### config.mk
export PLATFORM = sky130hd
export DESIGN_NAME = adc_ladder_key_decoder_core
export DESIGN_NICKNAME = d
export VERILOG_FILES = /design/src/design/aldk_pkg.sv /design/src/design/aldk_ram.sv /design/src/design/aldk_ctrl.sv /design/src/design/aldk_dp.sv /design/src/design/adc_ladder_key_decoder_core.sv
export SDC_FILE = /design/constraint.sdc
export NUM_CORES = 1
export LEC_CHECK = 0
export ABC_AREA = 1
export BUFFER_PORTS_ARGS = -buffer_cell sky130_fd_sc_hd__buf_2
export CAP_MARGIN = 25
export CELL_PAD_IN_SITES_DETAIL_PLACEMENT = 2
export CELL_PAD_IN_SITES_GLOBAL_PLACEMENT = 2
export CORE_MARGIN = 2
export CORE_UTILIZATION = 45
export CTS_CLUSTER_DIAMETER = 80
export DETAILED_ROUTE_END_ITERATION = 16
export PLACE_DENSITY = 0.83
export REMOVE_ABC_BUFFERS = 1
export SETUP_SLACK_MARGIN = 0.5
export SYNTH_ARGS = -nofsm -noshare
export SYNTH_HDL_FRONTEND = slang
export SYNTH_SLANG_ARGS = --single-unit
### constraint.sdc
create_clock -name clk -period 13.2 [get_ports clk]
set_input_delay 1.32 -clock clk [delete_from_list [all_inputs] [get_ports clk]]
set_output_delay 1.32 -clock clk [all_outputs]
set_load 0.03 [all_outputs]
### src/design/aldk_pkg.sv
// Shared types and constants for the ADC ladder key decoder.
// Used by the controller, the datapath and the top level; depends on nothing.
`default_nettype none

package aldk_pkg;

	// item kinds
	localparam logic [1:0] KIND_SAMPLE = 2'd0;
	localparam logic [1:0] KIND_MAP    = 2'd1;
	localparam logic [1:0] KIND_TICK   = 2'd2;
	localparam logic [1:0] KIND_RSVD   = 2'd3;

	// result events
	localparam logic [1:0] EV_PRESS   = 2'd0;
	localparam logic [1:0] EV_REPEAT  = 2'd1;
	localparam logic [1:0] EV_RELEASE = 2'd2;
	localparam logic [1:0] EV_RELEARN = 2'd3;

	// configuration register indexes
	localparam logic [1:0] CFG_REF  = 2'd0;
	localparam logic [1:0] CFG_ADJ  = 2'd1;
	localparam logic [1:0] CFG_KEYS = 2'd2;
	localparam logic [1:0] CFG_REL  = 2'd3;

	localparam int CFG_W   = 16;
	localparam int PROD_W  = 19;
	localparam int DIV_W   = 9;
	localparam int MV_W    = 20;
	localparam int CODE_W  = 10;
	localparam int ENTRY_W = 2 * MV_W + CODE_W;

	localparam logic [10:0]       REF_MAX    = 11'd2000;
	localparam logic [10:0]       REF_RST    = 11'd2000;
	localparam logic [7:0]        ADJ_RST    = 8'd1;
	localparam logic [15:0]       REL_RST    = 16'd200;
	localparam logic [7:0]        IDLE_FULL  = 8'hFF;
	localparam logic [DIV_W-1:0]  FIXED_DIV  = 9'd260;
	localparam logic [3:0]        MISS_LIMIT = 4'd10;
	localparam logic [4:0]        DIV_STEPS  = 5'd19;

	typedef struct packed {
		logic load;
		logic mul;
		logic div_step;
		logic walk_start;
		logic walk_step;
		logic decide;
	} cmd_t;

	typedef struct packed {
		logic div_done;
		logic walk_done;
		logic out_free;
	} sts_t;

endpackage

`default_nettype wire

### src/design/aldk_ram.sv
// Generic single-write, single-read RAM with registered read data.
// Stand-alone; holds the key map for the datapath.
`default_nettype none

module aldk_ram #(
	parameter int WIDTH = 8,
	parameter int DEPTH = 16
) (
	input  wire logic                                   clk,
	input  wire logic                                   we,
	input  wire logic [(DEPTH > 1 ? $clog2(DEPTH) : 1)-1:0] waddr,
	input  wire logic [WIDTH-1:0]                       wdata,
	input  wire logic [(DEPTH > 1 ? $clog2(DEPTH) : 1)-1:0] raddr,
	output logic      [WIDTH-1:0]                       rdata
);

	logic [WIDTH-1:0] mem_q [DEPTH];

	always_ff @(posedge clk) begin
		if (we) begin
			mem_q[waddr] <= wdata;
		end
		rdata <= mem_q[raddr];
	end

endmodule

`default_nettype wire

### src/design/aldk_ctrl.sv
// Sequencing state machine of the key decoder: accept, multiply, divide, map walk, decide.
// Uses aldk_pkg for item kinds and the command and status structs.
`default_nettype none

module aldk_ctrl (
	input  wire logic           clk,
	input  wire logic           arst_n,
	input  wire logic           item_valid,
	input  wire logic [1:0]     item_kind,
	output logic                item_stall,
	output aldk_pkg::cmd_t      cmd,
	input  wire aldk_pkg::sts_t sts
);

	typedef enum logic [2:0] {
		ST_IDLE,
		ST_MUL,
		ST_DIV,
		ST_WALK,
		ST_DECIDE
	} state_t;

	state_t state_q;

	assign item_stall = (state_q != ST_IDLE);

	always_comb begin
		cmd = '0;
		case (state_q)
			ST_IDLE: begin
				cmd.load = item_valid;
			end
			ST_MUL: begin
				cmd.mul = 1'b1;
			end
			ST_DIV: begin
				cmd.div_step   = !sts.div_done;
				cmd.walk_start = sts.div_done;
			end
			ST_WALK: begin
				cmd.walk_step = 1'b1;
			end
			ST_DECIDE: begin
				cmd.decide = sts.out_free;
			end
			default: begin
				cmd = '0;
			end
		endcase
	end

	always_ff @(posedge clk or negedge arst_n) begin
		if (!arst_n) begin
			state_q <= ST_IDLE;
		end else begin
			case (state_q)
				ST_IDLE: begin
					if (item_valid) begin
						case (item_kind)
							aldk_pkg::KIND_SAMPLE: state_q <= ST_MUL;
							aldk_pkg::KIND_TICK:   state_q <= ST_DECIDE;
							default:               state_q <= ST_IDLE;
						endcase
					end
				end
				ST_MUL: begin
					state_q <= ST_DIV;
				end
				ST_DIV: begin
					if (sts.div_done) begin
						state_q <= ST_WALK;
					end
				end
				ST_WALK: begin
					if (sts.walk_done) begin
						state_q <= ST_DECIDE;
					end
				end
				ST_DECIDE: begin
					if (sts.out_free) begin
						state_q <= ST_IDLE;
					end
				end
				default: begin
					state_q <= ST_IDLE;
				end
			endcase
		end
	end

endmodule

`default_nettype wire

### src/design/aldk_dp.sv
// Datapath of the key decoder: config registers, scaler, serial divider, map walk,
// press/release state and the result register. Uses aldk_pkg and aldk_ram.
`default_nettype none

module aldk_dp #(
	parameter int MAP_ENTRIES = 16
) (
	input  wire logic                          clk,
	input  wire logic                          arst_n,
	input  wire aldk_pkg::cmd_t                cmd,
	output aldk_pkg::sts_t                     sts,
	input  wire logic                          cfg_we,
	input  wire logic [1:0]                    cfg_index,
	input  wire logic [aldk_pkg::CFG_W-1:0]    cfg_data,
	input  wire logic [1:0]                    kind,
	input  wire logic [7:0]                    sample,
	input  wire logic [3:0]                    entry_index,
	input  wire logic [aldk_pkg::MV_W-1:0]     entry_min,
	input  wire logic [aldk_pkg::MV_W-1:0]     entry_max,
	input  wire logic [aldk_pkg::CODE_W-1:0]   entry_code,
	output logic                               res_valid,
	input  wire logic                          res_stall,
	output logic [1:0]                         event_res,
	output logic [aldk_pkg::CODE_W-1:0]        code_res,
	output logic [3:0]                         key_index
);

	localparam int IW = (MAP_ENTRIES > 1) ? $clog2(MAP_ENTRIES) : 1;
	localparam int CW = $clog2(MAP_ENTRIES + 1);
	localparam int MV = aldk_pkg::MV_W;
	localparam int CD = aldk_pkg::CODE_W;
	localparam int PW = aldk_pkg::PROD_W;
	localparam int DW = aldk_pkg::DIV_W;

	// configuration
	logic [10:0] ref_q;
	logic [7:0]  adj_q;
	logic [4:0]  keys_q;
	logic [15:0] rel_q;

	// item and decode state
	logic [1:0]  kind_q;
	logic [7:0]  sample_q;
	logic [1:0]  streak_cnt_q;
	logic        streak_vld_q;
	logic [IW-1:0] streak_idx_q;
	logic [3:0]  miss_q;
	logic [7:0]  idle_q;
	logic        held_q;
	logic [CD-1:0] held_code_q;
	logic [15:0] count_q;

	// divider
	logic [PW-1:0] quo_q;
	logic [DW-1:0] rem_q;
	logic [DW-1:0] div_q;
	logic [4:0]    dcnt_q;

	// map walk
	logic [CW-1:0] addr_q;
	logic          vld_s1;
	logic [IW-1:0] idx_s1;
	logic          hit_q;
	logic [IW-1:0] hit_idx_q;
	logic [CD-1:0] hit_code_q;

	logic [aldk_pkg::ENTRY_W-1:0] rd_data;
	logic                          ram_we;

	// result register
	logic          res_valid_q;

	logic [10:0]   ref_eff;
	logic [DW-1:0] div_eff;
	logic [15:0]   rel_eff;
	logic [CW-1:0] n_eff;
	logic [PW-1:0] prod;
	logic [DW:0]   rem_sh;
	logic          rem_ge;
	logic [DW:0]   rem_sub;
	logic [MV-1:0] mv;
	logic [MV-1:0] rd_min;
	logic [MV-1:0] rd_max;
	logic          hit_now;

	logic          res_load;
	logic [1:0]    res_ev;
	logic [CD-1:0] res_code;
	logic [3:0]    res_idx;
	logic [3:0]    miss_nx;
	logic [15:0]   count_dec;
	logic          same;
	logic [1:0]    streak_nx;

	always_comb begin
		ref_eff = (ref_q > aldk_pkg::REF_MAX) ? aldk_pkg::REF_MAX : ref_q;
		if (idle_q == aldk_pkg::IDLE_FULL) begin
			div_eff = aldk_pkg::FIXED_DIV;
		end else if (adj_q == 8'd0) begin
			div_eff = DW'(1);
		end else begin
			div_eff = DW'(adj_q);
		end
		rel_eff = (rel_q == 16'd0) ? 16'd1 : rel_q;
		n_eff   = (32'(keys_q) > MAP_ENTRIES) ? CW'(MAP_ENTRIES) : CW'(keys_q);
		prod    = PW'(sample_q) * PW'(ref_eff);
		rem_sh  = {rem_q, quo_q[PW-1]};
		rem_ge  = rem_sh >= {1'b0, div_q};
		rem_sub = rem_sh - {1'b0, div_q};
		mv      = MV'(quo_q);
	end

	assign ram_we = cmd.load && (kind == aldk_pkg::KIND_MAP) && (32'(entry_index) < MAP_ENTRIES);

	aldk_ram #(
		.WIDTH (aldk_pkg::ENTRY_W),
		.DEPTH (MAP_ENTRIES)
	) u_map (
		.clk   (clk),
		.we    (ram_we),
		.waddr (IW'(entry_index)),
		.wdata ({entry_min, entry_max, entry_code}),
		.raddr (addr_q[IW-1:0]),
		.rdata (rd_data)
	);

	assign rd_min  = rd_data[2*MV+CD-1 -: MV];
	assign rd_max  = rd_data[MV+CD-1 -: MV];
	assign hit_now = vld_s1 && (mv >= rd_min) && (mv <= rd_max);

	assign sts.div_done  = (dcnt_q == 5'd0);
	assign sts.walk_done = hit_now || ((addr_q == n_eff) && !vld_s1);
	assign sts.out_free  = !res_valid_q || !res_stall;

	always_ff @(posedge clk or negedge arst_n) begin
		if (!arst_n) begin
			ref_q  <= aldk_pkg::REF_RST;
			adj_q  <= aldk_pkg::ADJ_RST;
			keys_q <= 5'd0;
			rel_q  <= aldk_pkg::REL_RST;
		end else if (cfg_we) begin
			case (cfg_index)
				aldk_pkg::CFG_REF:  ref_q  <= cfg_data[10:0];
				aldk_pkg::CFG_ADJ:  adj_q  <= cfg_data[7:0];
				aldk_pkg::CFG_KEYS: keys_q <= cfg_data[4:0];
				aldk_pkg::CFG_REL:  rel_q  <= cfg_data[15:0];
				default: ;
			endcase
		end
	end

	// latch item, multiply, divide one quotient bit per cycle
	always_ff @(posedge clk) begin
		if (cmd.load) begin
			kind_q   <= kind;
			sample_q <= sample;
		end
		if (cmd.mul) begin
			quo_q  <= prod;
			rem_q  <= '0;
			div_q  <= div_eff;
			dcnt_q <= aldk_pkg::DIV_STEPS;
		end else if (cmd.div_step) begin
			quo_q  <= {quo_q[PW-2:0], rem_ge};
			rem_q  <= rem_ge ? rem_sub[DW-1:0] : rem_sh[DW-1:0];
			dcnt_q <= dcnt_q - 5'd1;
		end
	end

	// walk the map: issue one read a cycle, compare the previous read
	always_ff @(posedge clk or negedge arst_n) begin
		if (!arst_n) begin
			addr_q <= '0;
			vld_s1 <= 1'b0;
			idx_s1 <= '0;
			hit_q  <= 1'b0;
		end else if (cmd.walk_start) begin
			addr_q <= '0;
			vld_s1 <= 1'b0;
			hit_q  <= 1'b0;
		end else if (cmd.walk_step) begin
			if (addr_q < n_eff) begin
				addr_q <= addr_q + CW'(1);
				vld_s1 <= 1'b1;
				idx_s1 <= addr_q[IW-1:0];
			end else begin
				vld_s1 <= 1'b0;
			end
			if (hit_now) begin
				hit_q <= 1'b1;
			end
		end
	end

	always_ff @(posedge clk) begin
		if (cmd.walk_step && hit_now) begin
			hit_idx_q  <= idx_s1;
			hit_code_q <= rd_data[CD-1:0];
		end
	end

	always_comb begin
		res_load  = 1'b0;
		res_ev    = aldk_pkg::EV_PRESS;
		res_code  = '0;
		res_idx   = 4'd0;
		miss_nx   = miss_q + 4'd1;
		count_dec = count_q - 16'd1;
		same      = streak_vld_q && (streak_idx_q == hit_idx_q);
		streak_nx = same ? (streak_cnt_q + 2'd1) : 2'd0;
		case (kind_q)
			aldk_pkg::KIND_TICK: begin
				if ((count_q != 16'd0) && (count_dec == 16'd0)) begin
					res_load = 1'b1;
					res_ev   = aldk_pkg::EV_RELEASE;
					res_code = held_code_q;
				end
			end
			aldk_pkg::KIND_SAMPLE: begin
				if (!hit_q) begin
					if (miss_nx > aldk_pkg::MISS_LIMIT) begin
						res_load = 1'b1;
						res_ev   = aldk_pkg::EV_RELEARN;
					end
				end else if (streak_nx > 2'd1) begin
					res_load = 1'b1;
					res_ev   = held_q ? aldk_pkg::EV_REPEAT : aldk_pkg::EV_PRESS;
					res_code = hit_code_q;
					res_idx  = 4'(hit_idx_q);
				end
			end
			default: ;
		endcase
	end

	// commit decode state
	always_ff @(posedge clk or negedge arst_n) begin
		if (!arst_n) begin
			streak_vld_q <= 1'b0;
			streak_idx_q <= '0;
			streak_cnt_q <= 2'd0;
			miss_q       <= 4'd0;
			idle_q       <= 8'd0;
			held_q       <= 1'b0;
			held_code_q  <= '0;
			count_q      <= 16'd0;
		end else if (cmd.decide) begin
			case (kind_q)
				aldk_pkg::KIND_TICK: begin
					if (count_q != 16'd0) begin
						count_q <= count_dec;
						if (count_dec == 16'd0) begin
							held_q <= 1'b0;
						end
					end
				end
				aldk_pkg::KIND_SAMPLE: begin
					if (!hit_q) begin
						if (miss_nx > aldk_pkg::MISS_LIMIT) begin
							miss_q <= 4'd0;
							idle_q <= sample_q;
						end else begin
							miss_q <= miss_nx;
						end
					end else begin
						miss_q <= 4'd0;
						if (streak_nx > 2'd1) begin
							streak_vld_q <= 1'b0;
							streak_cnt_q <= 2'd0;
							held_code_q  <= hit_code_q;
							held_q       <= 1'b1;
							count_q      <= rel_eff;
						end else begin
							streak_vld_q <= 1'b1;
							streak_idx_q <= hit_idx_q;
							streak_cnt_q <= streak_nx;
						end
					end
				end
				default: ;
			endcase
		end
	end

	always_ff @(posedge clk or negedge arst_n) begin
		if (!arst_n) begin
			res_valid_q <= 1'b0;
		end else if (cmd.decide && res_load) begin
			res_valid_q <= 1'b1;
		end else if (!res_stall) begin
			res_valid_q <= 1'b0;
		end
	end

	always_ff @(posedge clk) begin
		if (cmd.decide && res_load) begin
			event_res <= res_ev;
			code_res  <= res_code;
			key_index <= res_idx;
		end
	end

	assign res_valid = res_valid_q;

endmodule

`default_nettype wire

### src/design/adc_ladder_key_decoder_core.sv
// Top level of the ADC ladder key decoder: controller, datapath and port checks.
// Depends on aldk_pkg, aldk_ctrl, aldk_dp and aldk_ram.
`default_nettype none

// Takes one word at a time. A sample is first scaled by a multiply, then divided in
// the bit-serial divider, then the key map RAM is read one entry per cycle until the
// first matching range or the end of the map. A finished result sits in the output
// register while the next word is accepted; a sample or a tick waits at its last step
// until that register is free. Map entries read before they are written return
// undefined codes.
module adc_ladder_key_decoder_core #(
	parameter int MAP_ENTRIES = 16
) (
	input  wire logic                        clk,
	input  wire logic                        arst_n,
	input  wire logic                        cfg_we,
	input  wire logic [1:0]                  cfg_index,
	input  wire logic [aldk_pkg::CFG_W-1:0]  cfg_data,
	input  wire logic                        item_valid,
	output logic                             item_stall,
	input  wire logic [1:0]                  kind,
	input  wire logic [7:0]                  sample,
	input  wire logic [3:0]                  entry_index,
	input  wire logic [aldk_pkg::MV_W-1:0]   entry_min,
	input  wire logic [aldk_pkg::MV_W-1:0]   entry_max,
	input  wire logic [aldk_pkg::CODE_W-1:0] entry_code,
	output logic                             res_valid,
	input  wire logic                        res_stall,
	output logic [1:0]                       event_res,
	output logic [aldk_pkg::CODE_W-1:0]      code_res,
	output logic [3:0]                       key_index
);

	aldk_pkg::cmd_t cmd;
	aldk_pkg::sts_t sts;

	aldk_ctrl u_ctrl (
		.clk        (clk),
		.arst_n     (arst_n),
		.item_valid (item_valid),
		.item_kind  (kind),
		.item_stall (item_stall),
		.cmd        (cmd),
		.sts        (sts)
	);

	aldk_dp #(
		.MAP_ENTRIES (MAP_ENTRIES)
	) u_dp (
		.clk         (clk),
		.arst_n      (arst_n),
		.cmd         (cmd),
		.sts         (sts),
		.cfg_we      (cfg_we),
		.cfg_index   (cfg_index),
		.cfg_data    (cfg_data),
		.kind        (kind),
		.sample      (sample),
		.entry_index (entry_index),
		.entry_min   (entry_min),
		.entry_max   (entry_max),
		.entry_code  (entry_code),
		.res_valid   (res_valid),
		.res_stall   (res_stall),
		.event_res   (event_res),
		.code_res    (code_res),
		.key_index   (key_index)
	);

	a_sample_busy: assert property (@(posedge clk) disable iff (!arst_n)
		item_valid && !item_stall && (kind == aldk_pkg::KIND_SAMPLE) |=> item_stall)
		else $error("sample word did not start the scaler");

	a_write_no_wait: assert property (@(posedge clk) disable iff (!arst_n)
		item_valid && !item_stall &&
		((kind == aldk_pkg::KIND_MAP) || (kind == aldk_pkg::KIND_RSVD)) |=> !item_stall)
		else $error("map write or ignored word held the input");

	a_tick_short: assert property (@(posedge clk) disable iff (!arst_n)
		item_valid && !item_stall && (kind == aldk_pkg::KIND_TICK) |=> item_stall)
		else $error("tick word skipped the decide step");

	a_relearn_zero: assert property (@(posedge clk) disable iff (!arst_n)
		res_valid && (event_res == aldk_pkg::EV_RELEARN) |->
		(code_res == '0) && (key_index == 4'd0))
		else $error("relearn result carries a key");

	a_release_idx: assert property (@(posedge clk) disable iff (!arst_n)
		res_valid && (event_res == aldk_pkg::EV_RELEASE) |-> (key_index == 4'd0))
		else $error("release result carries an entry index");

endmodule

`default_nettype wire
==> impl_metrics.tcl, run 1 <==
set metrics [dict create \
    critPathMaxFanout 7 \
    cts_hold_buf 0 \
    synth_area_mm2 0.0440 \
    gp_congestion 0.786 \
    vias_per_cell 6.36 \
    rr_worst_depth 25 \
    drt-initial-drc-count 3802 \
    drive_above_1_share 0.102 \
    grt_pass1_vias 35686 \
    crit_slowest_cell "fa_1" \
    core_mm2 0.0967 \
    cts_num_sinks 1033 \
    multiInputGateArea_mm2 0.0123 \
    crit_buf_inv 7 \
    hold_viol 0 \
    max_freq_mhz 171 \
    die_x_um 317 \
    p_per_area_mw_per_mm2 225 \
    max_stage_delay_ns 0.55 \
    synthCells 3702 \
    cp_data_arrival_time_ns 6.30 \
    clockBufferDepth 3 \
    utilization 0.512 \
    synthArstFlopShare 0.0978 \
    grt_pass1_wl_mm 248 \
    syn2layout_area_growth_pct 12.7 \
    fin_crit_ns 5.84 \
    fillers 9239 \
    grt_usage 0.340 \
    p_leak_uw 0.0184 \
    routedWlPerCell_um 34.5 \
    drv_cap 0 \
    dpl.hpwl_mm 92.4 \
    status "complete, no violations" \
    ctsResizeCount 0 \
    start_kind "register" \
    fin_nets 4020 \
    yosysWarnings 0 \
    post-cts-setup-buffer-count 0 \
    synth_edf_count 868 \
    worst_pin_slew_ns 1.13 \
    rsz0062_at_grt "false" \
    final_area_mm2 0.0495 \
    die_area_mm2 0.100 \
    post-route-drc-count 0 \
    slew_headroom 0.249 \
    path_common_cell "inv_1" \
    post-route-period-util 0.442 \
    insertion_delay_ns 0.76 \
    numCtsBuffers 111 \
    grt_remaining_overflow 0 \
    hold_class "register to register" \
    die_h_um 317 \
    post_dp_cell_area_mm2 0.0458 \
    grt_start_max_net_pins 173 \
    io_buffers 104 \
    finalClockSkew_ns 0.0684 \
    clockRootBuffer "clkbuf_16" \
    hold_depth 0 \
    setup_viol 0 \
    antenna_found_initial 17 \
    syn_avg_cell_area_um2 11.9 \
    total_power_uw 11100 \
    synth_cell_type_count 52 \
    critical_path_cell_count 25 \
    tns_ns 0 \
    crit_type "register to register" \
    yosysSeqAreaShare 0.680 \
    seqCellArea_mm2 0.0299 \
    peakVddDrop_mv 0.149 \
    rows 114 \
    cts_tree "done" \
    clk_pin_slew_ns 0.06 \
    initial_utilization 0.455 \
    ys.flop_type "edfxtp_1" \
    first_pass_iters 6 \
    ctsHtreeMaxLevel 3 \
    vias 32850 \
    crit_family "adder cells" \
    finalMaxSlewViolations 0 \
    crit_path_end_kind "register" \
    drt_wl_total_mm 178 \
    crit_required_ns 13.66 \
    drtAntennaViolNets 0 \
    io_pins 105 \
    ys_ff_latch 1033 \
]
per-layer routing:
| metal | global-route usage | vias up | part of all wire |
|---|---|---|---|
| met4 | 0.170 | 14 | 0.053 |
| met1 | 0.418 | 17010 | 0.38 |
| li1 | - | 13321 | - |
| met5 | 0 | - | 0.00050 |
| met3 | 0.0574 | 582 | 0.074 |
| met2 | 0.580 | 1923 | 0.49 |
cell usage in the layout, fill, tap and decap left out, drive strengths merged, types with 5 or more instances in the layout:
master	netlist	layout
dfxtp	64	64
buf	72	149
o31ai	5	5
o22ai	105	105
edfxtp	868	868
xnor2	8	8
fa	55	55
xor2	11	11
o221ai	100	100
nand4	24	24
nor4	5	5
dfrtp	91	91
dfstp	10	10
nand2	518	518
nand3	57	57
bufinv	0	6
diode	0	11
a21oi	276	276
ha	97	97
nor3	15	15
clkinv	1	44
o21ai	444	444
inv	302	304
clkbuf	111	159
nor2	434	434
per-stage QoR:
step	hold slack [ns]	worst slack, ns	instances
after floorplan	0.386	2.29	3519
after global placement	0.387	7.90	4939
after detailed placement	0.395	7.67	4939
after CTS	0.413	7.36	5149
after global routing	0.461	7.08	5160
final	0.457	7.36	5165
logic make-up (layout without fill, tap and decap cells):
| group | after synthesis | after routing | synth area share |
|---|---|---|---|
| simple gates | 1062 | 1062 | 0.0970 |
| flops | 1033 | 1033 | 0.680 |
| compound gates | 947 | 947 | 0.122 |
| buf+inv | 486 | 662 | 0.0439 |
| fa+ha+maj | 152 | 152 | 0.0527 |
| xor+xnor | 19 | 19 | 0.00396 |
| mux | 3 | 3 | 0.000769 |
| other cells | 0 | 11 | 0 |
cell usage after synthesis (2+ instances only):
master    number  share of area
inv_2          8        0.00068
or2_2          3        0.00043
buf_2         61         0.0069
o221ai_1     100          0.020
o211ai_1       3        0.00051
mux2_2         3        0.00077
dfstp_2       10         0.0060
buf_6          3        0.00077
nand2_1      513          0.044
dfxtp_1       64          0.029
o21bai_1       2        0.00034
fa_1          55          0.025
dfrtp_1       91          0.052
nand4_1       23         0.0033
nor3_1        14         0.0016
ha_1          97          0.028
inv_1        294          0.025
nor2_4         5         0.0013
a31oi_1        4        0.00057
nand2_2        5        0.00071
buf_4          2        0.00034
edfxtp_1     868           0.59
xnor2_1        8         0.0016
nor4_1         5        0.00071
o21ai_1       45         0.0051
a21oi_2       11         0.0022
a21oi_1      264          0.030
o22ai_1      105          0.015
a21o_1         4        0.00068
clkbuf_1     111         0.0095
nand3b_1       2        0.00034
o21ai_0      399          0.045
buf_1          6        0.00051
o31ai_1        5        0.00085
nand3_1       56         0.0064
nor2_2         9         0.0013
nor2_1       420          0.036
xor2_1        10         0.0020
final cells by class:
type / count / area share
Sequential cell: 1033 / 0.604
Antenna cell: 11 / 0.000556
Clock buffer: 159 / 0.0630
Tap cell: 1276 / 0.0322
Inverter: 303 / 0.0232
Clock inverter: 51 / 0.0101
Timing Repair Buffer: 149 / 0.0193
Multi-Input combinational cell: 2183 / 0.248
report_power, final:
part	switching, uW	internal [uW]
Clock	1500	1770
Sequential	320	3820
Combinational	2690	1030
Total	4500	6620
worst paths after layout:
check / end / slack (ns) / startpoint
min reg2reg: u_dp.hit_code_q[1]$_DFFE_PP_ / 0.46 / u_dp.u_map.rdata[1]$_DFF_P_
min in group asynchronous: u_dp.idx_s1[2]$_DFFE_PN0P_ / 0.60 / arst_n
max reg2reg: u_dp.quo_q[14]$_DFFE_PP_ / 7.36 / u_dp.ref_q[1]$_DFFE_PN0P_
max: u_dp.quo_q[14]$_DFFE_PP_ / 7.36 / u_dp.ref_q[1]$_DFFE_PN0P_
max in group asynchronous: u_dp.idle_q[7]$_DFFE_PN0P_ / 11.29 / arst_n
min: u_dp.hit_code_q[1]$_DFFE_PP_ / 0.46 / u_dp.u_map.rdata[1]$_DFF_P_
state kept, by name, indices dropped and copies added (netlist names), 5 cells and up:
| register | cells |
|---|---|
| u_dp.rel_q | 16 |
| u_dp.u_map.rdata | 50 |
| u_dp.addr_q | 5 |
| u_dp.dcnt_q | 5 |
| u_dp.sample_q | 8 |
| u_dp.adj_q | 8 |
| u_dp.quo_q | 19 |
| u_dp.u_map.mem_q | 800 |
| u_dp.count_q | 16 |
| u_dp.keys_q | 5 |
| u_dp.code_res | 10 |
| u_dp.held_code_q | 10 |
| u_dp.hit_code_q | 10 |
| u_dp.ref_q | 11 |
| u_dp.div_q | 9 |
| u_dp.rem_q | 9 |
| u_dp.idle_q | 8 |
(Power assumes the default switching activity.)
==> inputs of run 2 (changes only) <==
--- a/config.mk
+++ b/config.mk
@@ -11,10 +11,10 @@
 export CELL_PAD_IN_SITES_DETAIL_PLACEMENT = 2
 export CELL_PAD_IN_SITES_GLOBAL_PLACEMENT = 2
 export CORE_MARGIN = 2
-export CORE_UTILIZATION = 45
+export CORE_UTILIZATION = 39
 export CTS_CLUSTER_DIAMETER = 80
 export DETAILED_ROUTE_END_ITERATION = 16
-export PLACE_DENSITY = 0.83
+export PLACE_DENSITY = 0.76
 export REMOVE_ABC_BUFFERS = 1
 export SETUP_SLACK_MARGIN = 0.5
 export SYNTH_ARGS = -nofsm -noshare
==> constraint.sdc (replaced) <==
create_clock -name clk -period 5.3 [get_ports clk]
set_input_delay 0.53 -clock clk [delete_from_list [all_inputs] [get_ports clk]]
set_output_delay 0.53 -clock clk [all_outputs]
set_load 0.03 [all_outputs]
==> run 2 against run 1 <==
Against the previous run: total power increased to 2.5 times the previous value; critical path depth stayed put; sequential share of layout area decreased by 1.7 points; global-route usage shrank 7.8 points; sequential power up 140%; clock skew is 0.031 ns lower; final cell count up 5.2%; setup slack worse by 7.0 ns; critical path type unchanged; largest power group unchanged; highest routed layer unchanged.
==> impl_metrics.tcl, run 2 (synthesis gave the netlist of run 1 again) <==
set metrics [dict create \
    clk_pin_slew_ns 0.06 \
    post_dp_cell_area_mm2 0.0464 \
    grt_usage 0.261 \
    grt_remaining_overflow 0 \
    layout_commonest_cell "edfxtp_1" \
    die_x_um 340 \
    initial_utilization 0.392 \
    start_kind "register" \
    hold_class "primary input to register" \
    rsz0062_at_grt "true" \
    drv_cap 0 \
    p_sw_frac 0.384 \
    largest_registers "u_dp.u_map.mem_q: 800 flops, u_dp.u_map.rdata: 50 flops, u_dp.quo_q: 19 flops" \
    core_mm2 0.112 \
    crit_buf_inv 8 \
    worst_pin_slew_ns 1.11 \
    stdcell_count 5434 \
    p_switching_uw 10900 \
    grt_start_max_net_pins 132 \
    insertion_delay_ns 0.74 \
    first_pass_iters 6 \
    clockBufferDepth 3 \
    status "complete, no violations" \
    dpl.hpwl_mm 87.2 \
    internal_power_uw 17400 \
    crit_path_end_kind "register" \
    clock_power_share 0.285 \
    antenna_found_initial 19 \
    clockRootBuffer "clkbuf_16" \
    top_register "u_dp.u_map.mem_q" \
    crit_slowest_cell "fa_1" \
    vias_per_cell 5.68 \
    slew_headroom 0.258 \
    fin_crit_ns 4.91 \
    final_area_mm2 0.0510 \
    crit_type "register to register" \
    drive_above_1_share 0.141 \
    crit_required_ns 5.74 \
    ctsHtreeMaxLevel 3 \
    critPathMaxFanout 5 \
    syn2layout_area_growth_pct 15.9 \
    dp_cells 5182 \
    setup_viol 0 \
    largest_reg_flops 800 \
    finalMaxSlewViolations 0 \
    drtAntennaViolNets 0 \
    gp_congestion 0.789 \
    vias 30857 \
    p_comb_frac 0.357 \
    post-route-period-util 0.927 \
    finalClockSkew_ns 0.0369 \
    p_leak_uw 0.0188 \
    cts_tree "done" \
    hold_viol 0 \
    max_freq_mhz 204 \
    seq_power_share 0.357 \
    final_cell_mix "868 x edfxtp_1, 493 x nand2_1, 393 x o21ai_0" \
    peakVddDrop_mv 0.373 \
    drt_wl_total_mm 152 \
    io_buffers 104 \
    rows 123 \
    die_h_um 340 \
    cts_num_sinks 1033 \
    die_area_mm2 0.115 \
    crit_family "adder cells" \
    fin_nets 4065 \
    io_pins 105 \
    grt_pass1_vias 34428 \
    numCtsBuffers 111 \
    drt-initial-drc-count 2295 \
    grt_pass1_wl_mm 227 \
    post-route-drc-count 0 \
    path_common_cell "inv_2" \
    cp_data_arrival_time_ns 5.35 \
    max_stage_delay_ns 0.57 \
    routedWlPerCell_um 28.0 \
    p_per_area_mw_per_mm2 555 \
]
[run 2: cell types whose count changed in the layout (fill, tap and decap cells not counted), moves of 10 or more]
cell	before	now
buf_12	1	16
buf_4	41	63
clkbuf_1	33	16
nor2_1	404	384
nor2_4	21	31
a21oi_1	264	254
nand2_2	4	18
inv_2	8	25
inv_1	291	270
nor2_2	9	19
nand2_1	512	493
[run 2: worst register-to-register path, cell delays in order (launching register included)]
cell and delay (ns):
dfrtp_1 0.41, inv_2 0.08, nand3_2 0.09, o21ai_2 0.11, nand2_1 0.07, nand2_2 0.09
clkinv_4 0.11, nor2_4 0.14, inv_1 0.08, nand2_1 0.10, fa_1 0.46, fa_1 0.57
inv_2 0.06, fa_1 0.54, inv_2 0.04, fa_1 0.49, inv_2 0.05, ha_4 0.24
nand2_2 0.09, inv_2 0.06, a21oi_4 0.17, buf_6 0.13, o21bai_4 0.06, or2_2 0.27
nand3_1 0.08, nand2_1 0.07
[run 2: routing by layer]
metal | up-vias | part of all wire | track usage
li1 | 13437 | - | -
met1 | 16172 | 0.41 | 0.334
met2 | 936 | 0.51 | 0.454
met3 | 302 | 0.046 | 0.0353
met4 | 10 | 0.034 | 0.0945
met5 | - | 0.00045 | 0
[run 2: final timing paths]
| kind | startpoint | to | slack (ns) | depth (start not counted) |
|---|---|---|---|---|
| hold reg to reg | u_dp.u_map.rdata[6]$_DFF_P_ | u_dp.hit_code_q[6]$_DFFE_PP_ | 0.41 | 0 |
| min in group asynchronous | arst_n | u_dp.count_q[10]$_DFFE_PN0P_ | 0.42 | 2 |
| setup reg to reg | u_dp.ref_q[2]$_DFFE_PN0P_ | u_dp.quo_q[11]$_DFFE_PP_ | 0.39 | 25 |
| setup / recovery | u_dp.ref_q[2]$_DFFE_PN0P_ | u_dp.quo_q[11]$_DFFE_PP_ | 0.39 | 25 |
| max in group asynchronous | arst_n | u_dp.idle_q[7]$_DFFE_PN0P_ | 3.70 | 3 |
| hold / removal | sample[6] | u_dp.sample_q[6]$_DFFE_PP_ | 0.04 | 1 |
[run 2: cell type report]
type / count / area (um2)
clock inverter: 69 / 702
inverter: 303 / 1160
tap: 1500 / 1880
multi-input combinational: 2183 / 12700
sequential: 1033 / 29900
fill: 11076 / 61200
clock buffer: 143 / 3080
antenna: 9 / 22.5
timing repair buffer: 194 / 1480
[run 2: repair_timing]
| action | in CTS | in global routing |
|---|---|---|
| resized for setup | 71 | 72 |
| endpoints found under the setup margin | 11 | 11 |
| setup buffers | 17 | 6 |
| hold endpoints to repair | 54 | 0 |
| hold buffers | 5 | 0 |
| pin swaps | 31 | 43 |
[run 2: per-stage QoR]
stage / power, uW / setup WS [ns] / TNS (ns) / hold slack (ns) / util
CTS: 27400 / 0.474 / 0 / 0.00286 / 0.451
global placement: 18000 / 0.142 / 0 / 0.386 / 0.413
finish: 28300 / 0.389 / 0 / 0.0371 / 0.454
global route: 29700 / 0.178 / 0 / 0.00145 / 0.454
detailed placement: 18500 / -0.0698 / -0.0698 / 0.390 / 0.413
floorplan: 15400 / -5.61 / -343.36 / 0.234 / -
[run 2: power by group through the flow]
stage	Combinational (uW)	Clock, uW	Sequential, uW
final	10100	8080	10100
after CTS	9150	8190	10100
after global placement	7770	0	10200
after global routing	11100	8470	10200
after detailed placement	8310	0	10200
after floorplan	5130	0	10200
